## src/rtl/pps_pkg.sv

```systemverilog
// shared types and constants for the preemptive priority scheduler
// no dependencies

package pps_pkg;

   localparam int ARR_W   = 20;
   localparam int BURST_W = 16;
   localparam int PRIO_W  = 8;
   localparam int EV_W    = 3;
   localparam int ID_W    = 5;
   localparam int OUT_T_W = 20;
   localparam int TOTAL_W = 24;

   localparam logic [TOTAL_W-1:0] TOTAL_MAX = '1;

   localparam logic ACT_LOAD = 1'b0;
   localparam logic ACT_TICK = 1'b1;

   typedef enum logic [EV_W-1:0] {
      EV_LOADED = 3'd0,
      EV_IDLE   = 3'd1,
      EV_RAN    = 3'd2,
      EV_DONE   = 3'd3,
      EV_FULL   = 3'd4
   } event_type;

   typedef enum logic [2:0] {
      ST_IDLE,
      ST_SCAN,
      ST_DRAIN,
      ST_COMMIT,
      ST_METRIC,
      ST_TOTAL
   } state_type;

   typedef struct packed {
      logic load;
      logic scan_init;
      logic scan_read;
      logic commit;
      logic metric;
      logic total;
   } cmd_type;

   typedef struct packed {
      logic table_empty;
      logic scan_last;
   } sts_type;

endpackage

```

## src/rtl/pps_ctrl.sv

```systemverilog
// sequencer for the scheduler: load transfers, slot scan and commit steps
// depends on pps_pkg

module pps_ctrl import pps_pkg::*; (
   input  logic    clock,
   input  logic    reset,
   input  logic    start,
   input  logic    req_action,
   input  sts_type sts,
   output logic    busy,
   output cmd_type cmd
);

   state_type state_ff, state_in;

   always_ff @(posedge clock) begin
      if (reset) begin
         state_ff <= ST_IDLE;
      end else begin
         state_ff <= state_in;
      end
   end

   always_comb begin
      state_in = state_ff;
      cmd      = '0;
      busy     = 1'b1;
      unique case (state_ff)
         ST_IDLE: begin
            busy = 1'b0;
            if (start) begin
               if (req_action == ACT_LOAD) begin
                  cmd.load = 1'b1;
               end else begin
                  cmd.scan_init = 1'b1;
                  state_in = sts.table_empty ? ST_COMMIT : ST_SCAN;
               end
            end
         end
         ST_SCAN: begin
            cmd.scan_read = 1'b1;
            if (sts.scan_last) begin
               state_in = ST_DRAIN;
            end
         end
         // last read word is judged here
         ST_DRAIN: begin
            state_in = ST_COMMIT;
         end
         ST_COMMIT: begin
            cmd.commit = 1'b1;
            state_in = ST_METRIC;
         end
         ST_METRIC: begin
            cmd.metric = 1'b1;
            state_in = ST_TOTAL;
         end
         ST_TOTAL: begin
            cmd.total = 1'b1;
            state_in = ST_IDLE;
         end
         default: begin
            state_in = ST_IDLE;
         end
      endcase
   end

endmodule

```

## src/rtl/pps_datapath.sv

```systemverilog
// task table memory, scan compare, time and completion statistics
// depends on pps_pkg

module pps_datapath import pps_pkg::*; #(
   parameter int MAX_TASKS = 16,
   parameter int TIME_BITS = 20
) (
   input  logic                 clock,
   input  logic                 reset,
   input  cmd_type              cmd,
   output sts_type              sts,
   input  logic [ARR_W-1:0]     req_arrival_time,
   input  logic [BURST_W-1:0]   req_burst_length,
   input  logic [PRIO_W-1:0]    req_task_priority,
   output logic                 rsp_valid,
   output logic [EV_W-1:0]      rsp_event_res,
   output logic [ID_W-1:0]      rsp_task_id,
   output logic [OUT_T_W-1:0]   rsp_tick_time,
   output logic [OUT_T_W-1:0]   rsp_turnaround,
   output logic [OUT_T_W-1:0]   rsp_wait_time,
   output logic [OUT_T_W-1:0]   rsp_response,
   output logic [ID_W-1:0]      rsp_done_count,
   output logic [TOTAL_W-1:0]   rsp_sum_turnaround,
   output logic [TOTAL_W-1:0]   rsp_sum_wait,
   output logic [TOTAL_W-1:0]   rsp_sum_response
);

   localparam int IW   = $clog2(MAX_TASKS);
   localparam int CNTW = $clog2(MAX_TASKS + 1);
   localparam int CW   = (TIME_BITS > ARR_W) ? TIME_BITS : ARR_W;
   localparam int SW   = (CW > TOTAL_W) ? CW : TOTAL_W;
   localparam int XW   = (CNTW > ID_W) ? CNTW : ID_W;

   typedef struct packed {
      logic                 started;
      logic [TIME_BITS-1:0] first_run;
      logic [PRIO_W-1:0]    prio;
      logic [BURST_W-1:0]   remaining;
      logic [BURST_W-1:0]   burst;
      logic [ARR_W-1:0]     arrival;
   } row_type;

   row_type mem [MAX_TASKS];

   logic [CNTW-1:0]      loaded_ff, done_ff;
   logic [TIME_BITS-1:0] now_ff, start_time_ff;
   logic [TOTAL_W-1:0]   sum_t_ff, sum_w_ff, sum_r_ff;
   logic [IW-1:0]        scan_addr_ff, rd_slot_ff, best_slot_ff;
   row_type              rd_row_ff, best_ff;
   logic                 rd_valid_ff, found_ff, finish_ff;
   logic [CW-1:0]        tat_ff, resp_ff, wt_ff;

   logic                 rsp_valid_ff;
   event_type            rsp_event_ff;
   logic [ID_W-1:0]      rsp_id_ff;
   logic [OUT_T_W-1:0]   rsp_tick_ff, rsp_tat_ff, rsp_wt_ff, rsp_resp_ff;

   logic                 full, take, we;
   logic [IW-1:0]        wa;
   row_type              wd;
   logic [TIME_BITS-1:0] now_inc, first_new;
   logic [BURST_W-1:0]   rem_dec;
   logic [CW-1:0]        tat_c, resp_c, wt_c, now_ext;
   logic [XW-1:0]        load_id_x, run_id_x, done_x;

   function automatic logic [TOTAL_W-1:0] sat_add(input logic [TOTAL_W-1:0] a,
                                                   input logic [CW-1:0] b);
      logic [SW:0] s;
      s = (SW+1)'(a) + (SW+1)'(b);
      return (s > (SW+1)'(TOTAL_MAX)) ? TOTAL_MAX : s[TOTAL_W-1:0];
   endfunction

   assign full = (loaded_ff == CNTW'(MAX_TASKS));
   assign sts.table_empty = (loaded_ff == '0);
   assign sts.scan_last   = (CNTW'(scan_addr_ff) == loaded_ff - CNTW'(1));

   // scan compare on the registered read word
   assign take = rd_valid_ff
               && (CW'(rd_row_ff.arrival) <= CW'(now_ff))
               && (rd_row_ff.remaining != '0)
               && (!found_ff || (rd_row_ff.prio > best_ff.prio));

   assign now_inc   = (now_ff == '1) ? now_ff : now_ff + TIME_BITS'(1);
   assign rem_dec   = best_ff.remaining - BURST_W'(1);
   assign first_new = best_ff.started ? best_ff.first_run : now_ff;
   assign tat_c     = CW'(now_inc) - CW'(best_ff.arrival);
   assign resp_c    = CW'(first_new) - CW'(best_ff.arrival);
   assign wt_c      = (tat_ff >= CW'(best_ff.burst)) ? tat_ff - CW'(best_ff.burst) : '0;
   assign now_ext   = CW'(now_ff);
   assign load_id_x = XW'(loaded_ff) + XW'(1);
   assign run_id_x  = XW'(best_slot_ff) + XW'(1);
   assign done_x    = XW'(done_ff);

   always_comb begin
      we = 1'b0;
      wa = best_slot_ff;
      wd = best_ff;
      if (cmd.load && !full) begin
         we = 1'b1;
         wa = loaded_ff[IW-1:0];
         wd.arrival   = req_arrival_time;
         wd.burst     = req_burst_length;
         wd.remaining = req_burst_length;
         wd.prio      = req_task_priority;
         wd.first_run = '0;
         wd.started   = 1'b0;
      end else if (cmd.commit && found_ff) begin
         we = 1'b1;
         wd.remaining = rem_dec;
         wd.first_run = first_new;
         wd.started   = 1'b1;
      end
   end

   always_ff @(posedge clock) begin
      if (we) begin
         mem[wa] <= wd;
      end
      rd_row_ff  <= mem[scan_addr_ff];
      rd_slot_ff <= scan_addr_ff;
   end

   // scan bookkeeping and the commit stages
   always_ff @(posedge clock) begin
      if (cmd.scan_init) begin
         scan_addr_ff <= '0;
      end else if (cmd.scan_read) begin
         scan_addr_ff <= scan_addr_ff + IW'(1);
      end
      if (take) begin
         best_ff      <= rd_row_ff;
         best_slot_ff <= rd_slot_ff;
      end
      if (cmd.commit) begin
         start_time_ff <= now_ff;
         finish_ff     <= found_ff && (rem_dec == '0);
         tat_ff        <= tat_c;
         resp_ff       <= resp_c;
      end
      if (cmd.metric) begin
         wt_ff <= wt_c;
      end
   end

   always_ff @(posedge clock) begin
      if (reset) begin
         loaded_ff    <= '0;
         done_ff      <= '0;
         now_ff       <= '0;
         sum_t_ff     <= '0;
         sum_w_ff     <= '0;
         sum_r_ff     <= '0;
         rd_valid_ff  <= 1'b0;
         found_ff     <= 1'b0;
         rsp_valid_ff <= 1'b0;
      end else begin
         rd_valid_ff  <= cmd.scan_read;
         rsp_valid_ff <= cmd.load || cmd.total;
         if (cmd.load && !full) begin
            loaded_ff <= loaded_ff + CNTW'(1);
         end
         if (cmd.scan_init) begin
            found_ff <= 1'b0;
         end else if (take) begin
            found_ff <= 1'b1;
         end
         if (cmd.commit) begin
            now_ff <= now_inc;
         end
         if (cmd.metric && finish_ff) begin
            done_ff  <= done_ff + CNTW'(1);
            sum_t_ff <= sat_add(sum_t_ff, tat_ff);
            sum_r_ff <= sat_add(sum_r_ff, resp_ff);
         end
         if (cmd.total && finish_ff) begin
            sum_w_ff <= sat_add(sum_w_ff, wt_ff);
         end
      end
   end

   // result word
   always_ff @(posedge clock) begin
      if (cmd.load) begin
         rsp_event_ff <= full ? EV_FULL : EV_LOADED;
         rsp_id_ff    <= full ? '0 : load_id_x[ID_W-1:0];
         rsp_tick_ff  <= now_ext[OUT_T_W-1:0];
         rsp_tat_ff   <= '0;
         rsp_wt_ff    <= '0;
         rsp_resp_ff  <= '0;
      end else if (cmd.total) begin
         if (!found_ff) begin
            rsp_event_ff <= EV_IDLE;
         end else if (finish_ff) begin
            rsp_event_ff <= EV_DONE;
         end else begin
            rsp_event_ff <= EV_RAN;
         end
         rsp_id_ff   <= found_ff ? run_id_x[ID_W-1:0] : '0;
         rsp_tick_ff <= OUT_T_W'(start_time_ff);
         rsp_tat_ff  <= finish_ff ? tat_ff[OUT_T_W-1:0] : '0;
         rsp_wt_ff   <= finish_ff ? wt_ff[OUT_T_W-1:0] : '0;
         rsp_resp_ff <= finish_ff ? resp_ff[OUT_T_W-1:0] : '0;
      end
   end

   assign rsp_valid          = rsp_valid_ff;
   assign rsp_event_res      = rsp_event_ff;
   assign rsp_task_id        = rsp_id_ff;
   assign rsp_tick_time      = rsp_tick_ff;
   assign rsp_turnaround     = rsp_tat_ff;
   assign rsp_wait_time      = rsp_wt_ff;
   assign rsp_response       = rsp_resp_ff;
   assign rsp_done_count     = done_x[ID_W-1:0];
   assign rsp_sum_turnaround = sum_t_ff;
   assign rsp_sum_wait       = sum_w_ff;
   assign rsp_sum_response   = sum_r_ff;

endmodule

```

## src/rtl/preemptive_priority_scheduler_top.sv

```systemverilog
// top level of the preemptive priority scheduler
// depends on pps_pkg, pps_ctrl and pps_datapath
//
// usage:
//   a request transfer happens on a rising edge with start high and busy low.
//   req_action low loads one task (arrival, burst, priority) into the next
//   free slot; req_action high advances one time tick.
//   each request gives exactly one result, shown for a single cycle with
//   rsp_valid high; the receiver has no way to stall it.
// load and tick sequencing:
//   load: result in the cycle after the transfer, busy stays low, so a load
//   can follow every cycle.
//   tick: the slot table is scanned one slot per cycle through the table
//   memory's read port, then three commit steps update the chosen task,
//   time and the running totals. with tasks loaded busy stays high
//   through the scan, a drain step and the commit steps; the result
//   is registered from the last step; an empty table skips scan and drain.
// reset:
//   synchronous, active high; clears task count, time, completion count and
//   totals. the slot table itself is not cleared.

module preemptive_priority_scheduler_top import pps_pkg::*; #(
   parameter int MAX_TASKS = 16,
   parameter int TIME_BITS = 20
) (
   input  logic                 clock,
   input  logic                 reset,
   input  logic                 start,
   output logic                 busy,
   input  logic                 req_action,
   input  logic [ARR_W-1:0]     req_arrival_time,
   input  logic [BURST_W-1:0]   req_burst_length,
   input  logic [PRIO_W-1:0]    req_task_priority,
   output logic                 rsp_valid,
   output logic [EV_W-1:0]      rsp_event_res,
   output logic [ID_W-1:0]      rsp_task_id,
   output logic [OUT_T_W-1:0]   rsp_tick_time,
   output logic [OUT_T_W-1:0]   rsp_turnaround,
   output logic [OUT_T_W-1:0]   rsp_wait_time,
   output logic [OUT_T_W-1:0]   rsp_response,
   output logic [ID_W-1:0]      rsp_done_count,
   output logic [TOTAL_W-1:0]   rsp_sum_turnaround,
   output logic [TOTAL_W-1:0]   rsp_sum_wait,
   output logic [TOTAL_W-1:0]   rsp_sum_response
);

   cmd_type cmd;
   sts_type sts;

   pps_ctrl u_ctrl (
      .clock      (clock),
      .reset      (reset),
      .start      (start),
      .req_action (req_action),
      .sts        (sts),
      .busy       (busy),
      .cmd        (cmd)
   );

   pps_datapath #(
      .MAX_TASKS (MAX_TASKS),
      .TIME_BITS (TIME_BITS)
   ) u_datapath (
      .clock              (clock),
      .reset              (reset),
      .cmd                (cmd),
      .sts                (sts),
      .req_arrival_time   (req_arrival_time),
      .req_burst_length   (req_burst_length),
      .req_task_priority  (req_task_priority),
      .rsp_valid          (rsp_valid),
      .rsp_event_res      (rsp_event_res),
      .rsp_task_id        (rsp_task_id),
      .rsp_tick_time      (rsp_tick_time),
      .rsp_turnaround     (rsp_turnaround),
      .rsp_wait_time      (rsp_wait_time),
      .rsp_response       (rsp_response),
      .rsp_done_count     (rsp_done_count),
      .rsp_sum_turnaround (rsp_sum_turnaround),
      .rsp_sum_wait       (rsp_sum_wait),
      .rsp_sum_response   (rsp_sum_response)
   );

endmodule
```

## config.mk

```make
export PLATFORM = sky130hd
export DESIGN_NAME = preemptive_priority_scheduler_top
export DESIGN_NICKNAME = d
export VERILOG_FILES = /design/src/rtl/pps_pkg.sv /design/src/rtl/pps_ctrl.sv /design/src/rtl/pps_datapath.sv /design/src/rtl/preemptive_priority_scheduler_top.sv
export SDC_FILE = /design/constraint.sdc
export NUM_CORES = 2
export LEC_CHECK = 0
export BUFFER_PORTS_ARGS = -buffer_cell sky130_fd_sc_hd__buf_2
export CORE_UTILIZATION = 56
export CTS_BUF_LIST = sky130_fd_sc_hd__clkbuf_2
export DETAILED_ROUTE_END_ITERATION = 16
export PLACE_DENSITY = 0.72
export SYNTH_ARGS = -nofsm -noshare
export SYNTH_HDL_FRONTEND = slang
export SYNTH_SLANG_ARGS = --single-unit
export TNS_END_PERCENT = 100
```

## constraint.sdc

```tcl
create_clock -name clock -period 18.5 [get_ports clock]
set_input_delay 0.925 -clock clock [delete_from_list [all_inputs] [get_ports clock]]
set_output_delay 0.925 -clock clock [all_outputs]
set_load 0.005 [all_outputs]
```

=== Yosys cells after proc, flatten, opt, wreduce, memory -nomap -nowiden ===
Memories as Yosys holds them, arrays and structs flattened. A register that Yosys moved wholly into a read port is not among the register bits.
Cells that the tools add are included.

* Bitwise logic cells: 0
* Reduce and logical (&&, ||, !) cells: 19
* Add/sub/neg operators: 13
* Equality and inequality tests: 11
* Shifts and indexed selects: 0
* $mul: 0
* Mux-type cells: 44
* Magnitude comparators: 6
* Div/mod/pow operators: 0

{| class="wikitable"
|+ Operator list
! operator !! count
|-
| 20-bit two-way mux || 7
|-
| 24-bit by 20-bit adder with 25-bit output || 3
|-
| 25-bit by 24-bit greater-than comparator with 1-bit output, second input constant || 3
|-
| 24-bit two-way mux || 3
|-
| 21-bit two-way mux || 2
|-
| 20-bit subtractor || 2
|-
| 36-bit two-way mux || 1
|-
| 16-bit two-way mux || 2
|-
| 3-bit two-way mux || 7
|-
| 20-bit by 1-bit adder with 20-bit output, second input constant || 1
|-
| 20-bit equality test, second input constant || 1
|-
| 20-bit by 16-bit >= comparator with 1-bit output || 1
|-
| 20-bit <= comparator || 1
|-
| 5-bit two-way mux || 4
|-
| 20-bit by 16-bit subtractor with 20-bit output || 1
|-
| 16-bit logical NOT || 1
|-
| 16-bit nonzero test || 1
|-
| 16-bit by 1-bit subtractor with 16-bit output, second input constant || 1
|-
| 3-bit case mux with 5 select lines || 1
|-
| 1-bit two-way mux || 12
|-
| 5-bit by 1-bit adder with 5-bit output, second input constant || 2
|-
| 8-bit greater-than comparator || 1
|-
| 1-bit logical AND || 8
|-
| 8-bit two-way mux || 1
|-
| other kinds (18) || 26
|}

* Input port bits: 48
* Word-level logic and storage cells: 124
* Latch bits: 0
* RAM bits: 1296
* ROM bits: 0
* Output and inout bits: 167
* Register bits: 370
* Memories: 1

{| class="wikitable"
|+ Memories
! memory !! words !! bits a word !! rd ports !! clocked after memory_dff !! wr ports !! line !! text
|-
| u_datapath.mem || 16 || 81 || 1 || 1 || 1 || pps_datapath.sv:43 || <nowiki>row_type mem [MAX_TASKS];</nowiki>
|}

=== Depth between registers and ports, before layout ===
* Word-level depth: 7
* Gate-level depth with buffers: 18
* Gate-level depth less buffers: 16

=== Cells and area by module ===
From an unflattened synthesis, not the netlist that was laid out.

* Cells, all modules: 3996
* Area total of the unflattened synthesis: 70590.2 µm²

{| class="wikitable"
|+ Modules (own cells, without submodules)
! module !! instances !! sequential area each (µm²) !! area each (µm²) !! cells an instance
|-
| pps_datapath || 1 || 49827.8 || 70372.5 || 3973
|-
| pps_ctrl || 1 || 60.1 || 217.7 || 23
|}

=== Worst setup path after synthesis ===
OpenSTA, ideal clock, no wires.

* Path type: flip-flop to flip-flop
* Start point: reg u_datapath.now_ff[17] (netlist: u_datapath.now_ext[17])
* End point: reg u_datapath.best_ff[0] (netlist name) (enable)
* Clock period less this slack: 8.501 ns
* Cell stages (with the launch flop): 11
* Data required time: 17.841 ns
* Slack: 9.999 ns
* Library setup time: 0.659 ns
* Arrival: 7.842 ns
* Path buffers: 1
* Cells stage by stage: dfxtp_1 > clkbuf_1 > inv_1 > ha_1 > a21oi_1 > nor2b_1 > o21ai_0 > nand2_1 > nor3_1 > o211a_1 > a21boi_0

* Cells in the longest elaborated chain, start to end: 4

{| class="wikitable"
|+ Ends and longest elaborated chain
! element !! line !! text
|-
| from (decl) || pps_datapath.sv:46 || <nowiki>logic [TIME_BITS-1:0] now_ff, start_time_ff;</nowiki>
|-
| from (signal assigned) || pps_datapath.sv:168 || <nowiki>now_ff <= now_inc;</nowiki>
|-
| 20-bit <= comparator || pps_datapath.sv:79 || <nowiki>&& (CW'(rd_row_ff.arrival) <= CW'(now_ff))</nowiki>
|-
| 1-bit logical AND || pps_datapath.sv:79 ||
|-
| 1-bit logical AND || pps_datapath.sv:80 || <nowiki>&& (rd_row_ff.remaining != '0)</nowiki>
|-
| 1-bit logical AND || pps_datapath.sv:81 || <nowiki>&& (!found_ff || (rd_row_ff.prio > best_ff.prio));</nowiki>
|-
| via u_datapath.take || pps_datapath.sv:58 || <nowiki>logic full, take, we;</nowiki>
|-
| to (signal assigned) || pps_datapath.sv:131 || <nowiki>best_ff <= rd_row_ff;</nowiki>
|-
| to (decl) || pps_datapath.sv:49 || <nowiki>row_type rd_row_ff, best_ff;</nowiki>
|}

The timed path passes the listed nets, and every way through them passes these cells.
A chain may end at the register's enable or synchronous reset.

=== Worst setup path in the final report ===
* Start point: reg u_datapath.now_ff[0] (netlist: u_datapath.now_ext[0])
* End point: reg u_datapath.tat_ff[13] (data pin)

* Cells in the longest elaborated chain, start to end: 3
* Elaborated cells on any way between the ends: 4
* Classes of those cells: add/sub (2); eq/ne (1); mux (1)

{| class="wikitable"
|+ Ends and longest elaborated chain
! element !! line !! text
|-
| 20-bit by 1-bit adder with 20-bit output or 20-bit equality test (tied branches) || pps_datapath.sv:83 || <nowiki>assign now_inc = (now_ff == '1) ? now_ff : now_ff + TIME_BITS'(1);</nowiki>
|-
| 20-bit two-way mux (*) || pps_datapath.sv:83 ||
|-
| via u_datapath.now_inc[1] || pps_datapath.sv:61 || <nowiki>logic [TIME_BITS-1:0] now_inc, first_new;</nowiki>
|-
| 20-bit subtractor (*) || pps_datapath.sv:86 || <nowiki>assign tat_c = CW'(now_inc) - CW'(best_ff.arrival);</nowiki>
|-
| via u_datapath.tat_c[13] || pps_datapath.sv:63 || <nowiki>logic [CW-1:0] tat_c, resp_c, wt_c, now_ext;</nowiki>
|-
| to (signal assigned) || pps_datapath.sv:137 || <nowiki>tat_ff <= tat_c;</nowiki>
|-
| to (decl) || pps_datapath.sv:51 || <nowiki>logic [CW-1:0] tat_ff, resp_ff, wt_ff;</nowiki>
|}

Mark *: on every way through the listed nets, which the timed path passes. The rest lies on a longest branch.

==> summary.md <==
| Metric | Value |
|---|---|
| Synth unique cells | 82 |
| Worst R2R Start | u_datapath.now_ext[0] |
| Vias | 40,300 |
| RSZ-0062 raised after global routing | no |
| Biggest cell delay along the critical path | 0.66 ns |
| Worst min path class | in2reg |
| CTS sink cnt | 1,747 |
| Gate Count Post-Synth | 4,031 |
| Max Slew Vio Count | 0 |
| Synthesized cell area | 70,600 µm² |
| Vias per Instance | 6.08 |
| Total CTS buffers | 428 |
| Most used flip-flop cell after synthesis | edfxtp_1 |
| Synth area leader | edfxtp_1 |
| GRT Total Usage | 0.268 |
| Syn_nets | 4,235 |
| Slowest cell on the critical path | nor4_2 |
| Final setup viols | 0 |
| Critical Path, Cell by Cell | ha_1 -> nand3_1 -> nor4_2 -> nand3_1 -> o21ai_0 -> ha_1 -> nor2b_1 -> o31a_1 -> o41ai_1 -> o21ai_1 -> a21o_1 -> a21oi_1 -> nor3_1 -> a311o_1 |
| Vias in the first global route | 40,000 |
| Setup slack, reg-to-reg | 13.02 ns |
| Failing checks | max-capacitance violations |
| Clock-pin slew on the worst setup and hold paths | 0.12 ns |
| Grt total ovfl | 0 |
| DR iter-0 viols | 4,141 |
| Crit path from | u_datapath.now_ext[0] |
| CP Max Fanout | 9 |
| Layout cell share with drive strength beyond 1 | 0.293 |
| H-tree depth | 5 |
| Die area | 127,000 µm² |
| CTS tree | done |
| FF-to-FF End | u_datapath.tat_ff[13] |
| Post-synth EDFFs | 1,490 |
| Routed WL | 169,000 µm |
| Syn Area/Cell | 17.5 µm² |
| Crit start category | register |
| Maximum vdd drop | 116 µV |
| R2R depth | 14 |
| Drc violations | 0 |
| Worst slew margin | 0.00242 |
| Post-route ant nets | 0 |
| Count leader, synth | edfxtp_1 |
| Crit path DAT | 6.85 ns |
| PwrDens | 111 nW/µm² |
| Largest net degree at the start of global routing | 147 |
| Worst Path Class, Setup | reg2reg |
| Max_cap viols | 1 |
| I/O pin total | 215 |
| Worst Clk Skew | 0.214 ns |
| Hold Path Sink | u_datapath.mem[11][4] |
| Total Neg Setup Slack | 0 ns |
| GPL Wtd Cong | 0.912 |
| DP HPWL | 103,000 µm |
| Period utilization | 0.296 |
| Max Freq | 0.183 GHz |
| Initial antenna violation count | 8 |
| Endpoint type of the worst setup path | register |
| Synthesis warning total | 0 |
| Clock latency on the worst-skew pair | 1.79 ns |
| Input/output buffers | 214 |
| Core area | 124,000 µm² |
| Top cell type's share of synthesized area | 0.634 |
| Initial Util | 0.568 |
| Wire per inst | 25.5 µm |
| Hold Vio Cnt, Final | 0 |
| CTS root buffer | clkbuf_2 |
| Synth top cells by count | 1,490 x edfxtp_1, 405 x mux4_2, 257 x dfxtp_1, 222 x nand2_1, 202 x o21ai_0 |
| Row count | 129 |
| Fin crit period | 5.48 ns |
| CTS max path bufs | 4 |
| Hold Startpoint | req_arrival_time[4] |
| Hold path cells | 5 |
| Chip Width | 357 µm |
| Status | complete, but fails checks |
| # nets final | 4,852 |
| First-pass GRT wire length | 250,000 µm |
| Final core occ | 0.630 |
| WP data required | 19.88 ns |
| Static Leakage | 27.5 nW |
| Drt first pass iters | 5 |
| Sequential share of the synthesized area | 0.707 |
| Area growth from synthesis to layout | 11.1% |
| Pin slew with the least headroom to its limit | 1.48 ns |
| FF+latch count, synth | 1,747 |
| Ys async rst share | 0 |
| Postcts setup bufs | 0 |
| Die Height | 357 µm |
| Synth area leaders | edfxtp_1 63%, mux4_2 13%, dfxtp_1 7.3%, ha_1 2.7%, o21ai_0 1.4% |
==> what timing repair did <==
action | in CTS | in global routing
gates resized for setup | 0 | 0
hold buffers | 47 | 0
endpoints found under the setup margin | 0 | 0
hold endpoints to repair | 931 | 0
==> how the worst max path moves through the flow <==
stage	end	slack, ns	cells after the start
floorplan	u_datapath.best_ff[0]	10.0	10
global placement	u_datapath.mem[4][12]	13.06	10
detailed placement	u_datapath.mem[4][71]	12.96	10
CTS	u_datapath.mem[4][13]	13.00	10
global route	u_datapath.tat_ff[13]	12.71	14
finish	u_datapath.tat_ff[13]	13.02	14
==> sequential cells by signal (all words and copies together), names as in the netlist, 5 cells and up <==
name and cells:
u_datapath.rsp_sum_response 24, u_datapath.mem 1296, u_datapath.start_time_ff 20, u_datapath.rsp_task_id 5, u_datapath.rsp_done_count 5, u_datapath.rsp_tick_time 20, u_datapath.rsp_response 20, u_datapath.best_ff 81
u_datapath.rsp_sum_turnaround 24, u_datapath.rsp_wait_time 20, u_datapath.now_ext 20, u_datapath.loaded_ff 5, u_datapath.rd_row_ff 81, u_datapath.tat_ff 20, u_datapath.rsp_sum_wait 24, u_datapath.resp_ff 20
u_datapath.rsp_turnaround 20, u_datapath.wt_ff 20
==> layout by cell type (no fill, tap or decap), types with 16 or more instances in the layout <==
| master | Yosys | routed |
|---|---|---|
| edfxtp_1 | 1490 | 1490 |
| clkbuf_2 | 0 | 651 |
| mux4_2 | 405 | 405 |
| dfxtp_1 | 257 | 253 |
| nand2_1 | 222 | 221 |
| buf_2 | 3 | 214 |
| o21ai_0 | 202 | 183 |
| a21oi_1 | 166 | 164 |
| ha_1 | 150 | 150 |
| nor2_1 | 160 | 144 |
| inv_1 | 109 | 108 |
| buf_4 | 0 | 99 |
| xnor2_1 | 91 | 91 |
| clkinv_1 | 1 | 91 |
| a22o_1 | 61 | 61 |
| nor3_1 | 49 | 49 |
| xor2_1 | 48 | 48 |
| dlygate4sd3_1 | 0 | 47 |
| nand3_1 | 42 | 42 |
| a21o_1 | 37 | 37 |
| nor2b_1 | 33 | 32 |
| o21a_1 | 27 | 27 |
| o21ai_1 | 8 | 27 |
| nand4_1 | 19 | 19 |
| and3_1 | 20 | 19 |
| a31oi_1 | 19 | 19 |
| clkinv_2 | 0 | 19 |
| or3_1 | 17 | 17 |
| nor2_4 | 0 | 16 |
==> cell type report <==
cell class                      instances  area (µm²)
Sequential cell                      1747       49900
Fill cell                            8939       45900
Multi-Input combinational cell       1999       19700
Clock buffer                          651        3260
Timing Repair Buffer                  362        2320
Tap cell                             1637        2050
Clock inverter                        120         644
Inverter                              110         413
Antenna cell                            7        17.5
==> worst max-delay path, delay by kind of cell (launching register included) <==
family,cells,cell delay (ns)
flip-flops,1,0.56
AO/OA/AOI/OAI,7,2.46
adder cells (fa/ha/maj),2,0.62
AND/OR/NAND/NOR,5,1.50
==> cells by family after synthesis <==
group	after synthesis	synth area share
DFF	1747	0.707
AOI/OAI and AO/OA	654	0.0591
and+or+nand+nor	637	0.0425
buffers and inverters	285	0.0153
xor gates and xnor gates	139	0.0173
muxes	413	0.130
adders and majority gates	156	0.0283
==> per-layer routing <==
| layer | vias up | global-route usage | wire (µm) |
|---|---|---|---|
| met4 | 0 | 0.0762 | 3120 |
| met5 | - | 0 | 0 |
| met1 | 20400 | 0.375 | 69200 |
| li1 | 17700 | - | - |
| met3 | 227 | 0.0714 | 17100 |
| met2 | 2014 | 0.417 | 79700 |
==> power breakdown <==
group,switching [mW],total [mW],internal (mW)
Sequential,0.142,4.65,4.51
Combinational,0.744,1.50,0.759
Clock,1.49,2.51,1.02
Total,2.38,8.66,6.28
==> per-stage QoR <==
| stage | total power, mW | area, µm² | cells | setup WS [ns] | hold WS [ns] |
|---|---|---|---|---|---|
| 4_1_cts | 8.74 | 78300 | 6626 | 13.00 | 0.0449 |
| 2_1_floorplan | 5.79 | 70600 | 4031 | 10.0 | 0.354 |
| 5_1_grt | 9.04 | 78400 | 6630 | 12.71 | 0.147 |
| 3_5_place_dp | 6.24 | 74000 | 5808 | 12.96 | 0.389 |
| 3_3_place_gp | 6.22 | 74000 | 5808 | 13.06 | 0.386 |
| 6_report | 8.66 | 78400 | 6633 | 13.02 | 0.249 |
Power figures use the tool's default switching activity.
